### config.mk
export PLATFORM = sky130hd
export DESIGN_NAME = bfd_div
export DESIGN_NICKNAME = d
export VERILOG_FILES = /design/src/bfd_pkg.sv /design/src/bfd_div.sv
export SDC_FILE = /design/constraint.sdc
export NUM_CORES = 1
export LEC_CHECK = 0
export ABC_AREA = 1
export ABC_CLOCK_PERIOD_IN_PS = 3550
export BUFFER_PORTS_ARGS = -buffer_cell sky130_fd_sc_hd__buf_2
export CAP_MARGIN = 20
export CORE_MARGIN = 4
export CORE_UTILIZATION = 40
export CTS_CLUSTER_SIZE = 8
export DETAILED_ROUTE_END_ITERATION = 7
export SYNTH_ARGS = -nofsm -noshare
export SYNTH_HDL_FRONTEND = slang
export SYNTH_SLANG_ARGS = --single-unit
### constraint.sdc
create_clock -name clk -period 3.55 [get_ports clk]
set_input_delay 0.355 -clock clk [delete_from_list [all_inputs] [get_ports clk]]
set_output_delay 0.355 -clock clk [all_outputs]
set_load 0.05 [all_outputs]
### src/bfd_pkg.sv
package bfd_pkg;

    localparam int SUM_W = 20;
    localparam int PIX_W = 8;
    localparam int NUM_CH = 4;
    localparam int DIV_W = SUM_W + 1;
    localparam int CFG_DATA_W = 9;
    localparam int CFG_IDX_W = 2;

    localparam logic [CFG_IDX_W-1:0] REG_OUT_WIDTH = 2'd0;
    localparam logic [CFG_IDX_W-1:0] REG_OUT_HEIGHT = 2'd1;
    localparam logic [CFG_IDX_W-1:0] REG_FACTOR = 2'd2;

    // channel 0 red, 1 green, 2 blue, 3 alpha
    typedef logic [NUM_CH-1:0][PIX_W-1:0] pix_t;
    typedef logic [NUM_CH-1:0][SUM_W-1:0] sums_t;

    typedef struct packed {
        sums_t sums;
        logic  row_end;
        logic  frame_end;
    } job_t;

endpackage

### src/bfd_div.sv
module bfd_div
    import bfd_pkg::*;
#(
    parameter int NW = 13
)
(
    input  logic             clk,
    input  logic             rst_n,
    input  logic [NW-1:0]    n,
    input  logic             job_valid,
    output logic             job_ready,
    input  job_t             job,
    output logic             out_valid,
    input  logic             out_ready,
    output pix_t             avg,
    output logic             row_end,
    output logic             frame_end
);

    localparam int QW = PIX_W;
    localparam int SW = $clog2(QW);
    localparam int XW = (DIV_W > NW + QW) ? DIV_W : NW + QW;

    typedef enum logic [1:0] {
        ST_IDLE,
        ST_RUN,
        ST_DONE
    } state_t;

    state_t                           state_reg;
    logic [NUM_CH-1:0][DIV_W-1:0]     rem_reg;
    pix_t                             q_reg;
    logic [SW-1:0]                    step_reg;
    logic [NW-1:0]                    n_reg;
    logic                             row_end_reg;
    logic                             frame_end_reg;

    logic                             start;
    logic [XW-1:0]                    dsr;
    logic [NUM_CH-1:0]                ge;
    logic [NUM_CH-1:0][DIV_W-1:0]     rem_next;

    assign job_ready = (state_reg == ST_IDLE) || ((state_reg == ST_DONE) && out_ready);
    assign start = job_valid && job_ready;

    // one quotient bit per cycle, MSB first
    always_comb
    begin
        dsr = XW'(n_reg) << step_reg;
        for (int c = 0; c < NUM_CH; c++)
        begin
            ge[c] = (XW'(rem_reg[c]) >= dsr);
            rem_next[c] = ge[c] ? rem_reg[c] - DIV_W'(dsr) : rem_reg[c];
        end
    end

    always_ff @(posedge clk or negedge rst_n)
    begin
        if (!rst_n)
        begin
            state_reg <= ST_IDLE;
            rem_reg <= '0;
            q_reg <= '0;
            step_reg <= '0;
            n_reg <= '0;
            row_end_reg <= 1'b0;
            frame_end_reg <= 1'b0;
        end
        else
        begin
            unique case (state_reg)
                ST_IDLE, ST_DONE:
                begin
                    if (start)
                    begin
                        for (int c = 0; c < NUM_CH; c++)
                        begin
                            rem_reg[c] <= DIV_W'(job.sums[c]) + DIV_W'(n >> 1);
                        end
                        n_reg <= n;
                        step_reg <= SW'(QW - 1);
                        row_end_reg <= job.row_end;
                        frame_end_reg <= job.frame_end;
                        state_reg <= ST_RUN;
                    end
                    else if (state_reg == ST_DONE && out_ready)
                    begin
                        state_reg <= ST_IDLE;
                    end
                end
                ST_RUN:
                begin
                    rem_reg <= rem_next;
                    for (int c = 0; c < NUM_CH; c++)
                    begin
                        q_reg[c] <= {q_reg[c][QW-2:0], ge[c]};
                    end
                    step_reg <= step_reg - SW'(1);
                    if (step_reg == '0)
                    begin
                        state_reg <= ST_DONE;
                    end
                end
                default:
                begin
                    state_reg <= ST_IDLE;
                end
            endcase
        end
    end

    assign out_valid = (state_reg == ST_DONE);
    assign avg = q_reg;
    assign row_end = row_end_reg;
    assign frame_end = frame_end_reg;

endmodule

# After elaboration in Yosys (flattened, before gate mapping)
# Cells that the tools add are included.
word_totals:
  regBits: 136
  latch_bits: 0
  ram_bits: 0
  rom_bits: 0
  input_bits: 99
  output_inout_bits: 36
  wordCells: 62
  mem_count: 0
op_classes:
  addsub: 9
  n_mul: 0
  div: 0
  order_cmp: 4
  eq_ne: 9
  shifts: 1
  n_mux: 12
  bitwise: 0
  n_reduce_logical: 14
op_table:
  columns: ["operator", "n"]
  rows:
  - ["case mux 84 bit (2 select lines)", 1]
  - ["adder 20 x 12 -> 21 bit", 4]
  - ["greater-or-equal comparator 21 bit", 4]
  - ["two-way mux 21 bit", 4]
  - ["two-way mux 84 bit", 1]
  - ["subtractor 21 bit", 4]
  - ["<< shifter 13 x 3 -> 21 bit", 1]
  - ["!= test 2 bit, second input constant", 6]
  - ["AND reduction 3 bit", 4]
  - ["two-way mux 2 bit", 3]
  - ["case mux 3 bit (2 select lines)", 1]
  - ["AND reduction 2 bit", 3]
  - ["case mux 2 bit (2 select lines)", 1]
  - ["zero test 3 bit", 1]
  - ["two-way mux 3 bit", 1]
  - ["!= test 3 bit, second input constant", 1]
  - ["subtractor 3 x 1 -> 3 bit, second input constant", 1]
  - ["== test 2 x 1 -> 1 bit, second input constant", 1]
  - ["== test 2 bit, second input constant", 1]
  - ["logical AND 1 bit", 2]
  - ["zero test 2 bit", 1]
  - ["nonzero test 2 bit", 1]
  - ["OR reduction 2 bit", 1]
  - ["logical OR 1 bit", 1]

# Longest topological paths before layout
depth:
  ltp_word: 6
  depth_mapped: 23
  depth_no_buf: 22

# Worst setup path after synthesis
# OpenSTA, ideal clock, no wires.
synth_timing:
  path_type: "register to register"
  startpoint: "register step_reg[1]"
  endpoint: "register rem_reg[51] (netlist name)"
  setup_ns: 0.117
  arrival_time_ns: 2.740
  t_required_ns: 3.433
  setup_slack_ns: 0.693
  stages_incl_launch_ff: 20
  n_path_buf: 3
  synth_period_minus_slack_ns: 2.857
  cell_sequence: "dfrtp_1 > clkbuf_1 > inv_1 > clkbuf_1 > o21ai_0 > o21ai_0 > ha_1 > nand2_2 > inv_1 > a21oi_2 > nor2_1 > nor2_1 > nand2_1 > nand2_1 > nand2_1 > nand2_2 > nand2_2 > buf_6 > nand2_1 > nand2_1"
synth_via:
  elab_chain_len: 4
  elab_cells_between_ends: 7
  cone_classes: "add/sub: 1; order compare: 1; eq/ne: 1; shift: 1; mux: 2; reduce/logical: 1"
synth_lines:
  columns: ["element", "line_no", "source"]
  rows:
  - ["from (decl)", "bfd_div.sv:33", "logic [SW-1:0] step_reg;"]
  - ["from (signal assigned)", "bfd_div.sv:81", "step_reg <= SW'(QW - 1);"]
  - ["from (signal assigned)", "bfd_div.sv:98", "step_reg <= step_reg - SW'(1);"]
  - ["<< shifter 13 x 3 -> 21 bit *", "bfd_div.sv:49", "dsr = XW'(n_reg) << step_reg;"]
  - ["subtractor 21 bit or greater-or-equal comparator 21 bit (tied branches)", "bfd_div.sv:53, bfd_div.sv:52", null]
  - ["two-way mux 21 bit or != test 2 bit (tied branches)", null, null]
  - ["case mux 84 bit (2 select lines) or AND reduction 3 bit (tied branches)", null, null]
  - ["to (signal, indexed assignment)", "bfd_div.sv:78", "rem_reg[c] <= DIV_W'(job.sums[c]) + DIV_W'(n >> 1);"]
  - ["to (signal assigned)", "bfd_div.sv:93", "rem_reg <= rem_next;"]
  - ["to (decl)", "bfd_div.sv:31", "logic [NUM_CH-1:0][DIV_W-1:0] rem_reg;"]
# Mark *: on every way between the ends. The rest lies on a longest branch, timed or not. The select of a mux whose other input is x is not followed.
# A chain may end at the register's enable or synchronous reset.

# Worst setup path after layout
layout_timing:
  startpoint: "register step_reg[0]"
  endpoint: "register rem_reg[9] (netlist name)"
# Same word-level chain as after synthesis.

==> reports/summary.txt <==
Max-cap viol count = 0
Critical Path End Type = flip-flop
Max FFs per register = 84
Initial Utilization = 40.57%
Commonest non-fill, non-tap cells in the layout = 1062 x nand2_1, 317 x inv_1, 285 x nand3_1, 201 x nor2_1, 136 x dfrtp_1
Iter 0 DRT Violations = 1351
Mapped Area = 0.01572 sq mm
Worst R2R Setup Slack = 0.21 ns
Top Ports = 135
Status = finished clean
Final setup violation count = 0
Crit path time final = 3.342 ns
Fmax = 299.3 MHz
Layout cells sized above 1 = 10.44%
Post-Route Setup TNS = 0 ns
Unique masters post-synth = 40
Crit path from = step_reg[0]
CTS tree = built
CP startpoint kind = flip-flop
Crit Path Class = reg -> reg
Vias = 17480
Post-synth top flop = dfrtp_1
Worst-skew pair later-pin latency = 0.45 ns
Setup Skew = 0.009194 ns
Hold depth = 2
Post-synth top area share = 25.41%
Congestion Overflow GR = 0
Synth-to-layout area growth = 13.99%
Port bufs = 134
Async S/R FF share, synth = 100.0%
RSZ-0062 raised after global routing = no
Placement row count = 72
First-pass GRT wire length = 88.52 mm
Final wirelength = 56.79 mm
DRT Pass-1 Iters = 5
Die X = 206.2 microns
CTS max path bufs = 2
# clock sinks = 136
Slew Limit Headroom = 48.46%
Reg2reg path depth = 19
CTS buffer count = 17
Cells after Synth = 2666
Data required, critical path = 3.89 ns
Final Slew Violations = 0
Share of the yosys chip area belonging to registers = 21.65%
Via/cell ratio = 5.210
Global placer's final weighted congestion = 0.9794
Crit-path max FO = 16
Final #Nets = 3059
Largest cells by area after synthesis = nand2_1 25%, dfrtp_1 22%, ha_1 10%, nand3_1 9.1%, inv_1 7.6%
Class of the worst hold path = in -> reg
Ys Warns = 0
CTS root buffer = clkbuf_16
Post-synth top area cell = nand2_1
Number of synthesized register bits = 136
Drc violations = 0
DP HPWL = 45.14 mm
CP arrival = 3.69 ns
Final period utilization = 94.13%
Reg2reg start = step_reg[0]
Average size of a mapped cell = 5.896 sq um
Setup crit end = rem_reg[9]
RR Endpoint = rem_reg[9]
Final Hold Violating Endpoints = 0
Initial antenna violation count = 2
Die height = 206.2 microns
Core area = 0.03874 sq mm
Wirelength per Cell = 16.93 microns
GRT Resource Usage Total = 26.70%
Setup Buffers After CTS = 0
Most common library cell in the layout ignoring fill and taps = nand2_1
DIE AREA = 0.04253 sq mm
Vias in the first global route = 16270
Clock transition at path regs = 0.07 ns
Post-synth EDFFs = 0
Final ANT Viol Nets = 0
Pin count of the biggest net entering global routing = 66
H-tree Lvls = 4
Syn nets = 2903
Least-Margin Pin Slew = 0.7731 ns
## worst min path at each step
stage / startpoint / end / slack, ns
floorplan: rst_n / avg[0] / 0.06
global placement: rst_n / avg[22] / 0.41
detailed placement: rst_n / avg[22] / 0.41
CTS: job[1] / row_end / 0.12
global route: job[0] / frame_end / 0.13
finish: job[0] / frame_end / 0.14
## kinds of logic (layout without fill, tap and decap cells)
logic type / after synthesis / after routing / share of synthesized area, %
other cells: 0 / 1 / 0
compound gates: 250 / 250 / 8.470
flops: 136 / 136 / 21.65
mux: 18 / 18 / 1.242
fa+ha+maj: 138 / 138 / 11.37
buf+inv: 385 / 554 / 9.744
xor+xnor: 30 / 30 / 1.672
simple gates: 1709 / 1709 / 45.85
## Yosys cell counts, types with 2 or more instances
library cell and number:
buf_1 6, a31oi_1 4, clkbuf_1 25, nand2_2 21, buf_2 21, nand2_1 1064
o21ai_0 97, nor2_2 4, nor3_1 38, a21oi_1 116, nand3_1 285, and2_1 13
ha_1 130, o21ai_1 5, nor3_2 8, o31ai_1 2, inv_1 318, a21boi_0 2
a21oi_2 3, xnor2_1 7, nand4_1 17, buf_6 8, mux2_2 12, o21bai_1 16
nor2_1 201, or2_2 8, nand3b_1 41, fa_1 8, nor4_1 4, inv_2 7
nor2b_1 3, a22oi_1 2, mux2i_1 6, dfrtp_1 136, xor2_1 23
## routing by layer
layer / up-vias / GRT usage, % / share of wire [%]
met5: - / 0 / 0.023
met4: 2 / 7.913 / 2.7
met3: 76 / 4.645 / 6.4
met2: 538 / 42.60 / 45
met1: 7998 / 37.12 / 46
li1: 8861 / - / -
## timing repair
action                                  4_1_cts  5_1_grt
hold endpoints to repair                     63        0
endpoints found under the setup margin        0       79
hold buffers                                  1        0
gates resized for setup                       0        5
## stage by stage
stage          util [%]  worst slack [ns]  area [sq um]  hold WS, ns  cells
2_1_floorplan         -            0.6935         15720      0.05941   2666
3_3_place_gp      44.63           0.08503         17290       0.4060   3320
3_5_place_dp      44.63           0.03408         17290       0.4099   3320
4_1_cts           46.21           0.02344         17900       0.1188   3353
5_1_grt           46.24           0.03155         17910       0.1261   3353
6_report          46.25            0.2084         17920       0.1373   3354
## critical path: stages, from the launching register on
cell and delay (ns):
dfrtp_1 0.41, buf_12 0.16, o21ai_0 0.28, o21ai_0 0.18, o21ai_1 0.35, buf_4 0.22, ha_1 0.28, nand2_2 0.16
inv_1 0.07, a21oi_2 0.17, nor2_1 0.07, nor2_1 0.13, nand2_1 0.09, nand2_1 0.07, nand2_1 0.06, nand2_2 0.09
nand2_2 0.12, buf_12 0.19, nand2_1 0.07, nand2_1 0.05
## area by class of cell
type	instances	area, sq um
repair buffers	197	1227
clock inverters	15	177.7
well taps	518	648.1
inverters	325	1222
flip-flops and latches	136	3403
fillers	4178	20820
clock buffers	17	425.4
diodes	1	2.502
multi-input cells	2145	10810
Power is left out: the tool's default activity adds up to more than one toggle a clock period on the data nets, which glitch-free logic cannot reach.
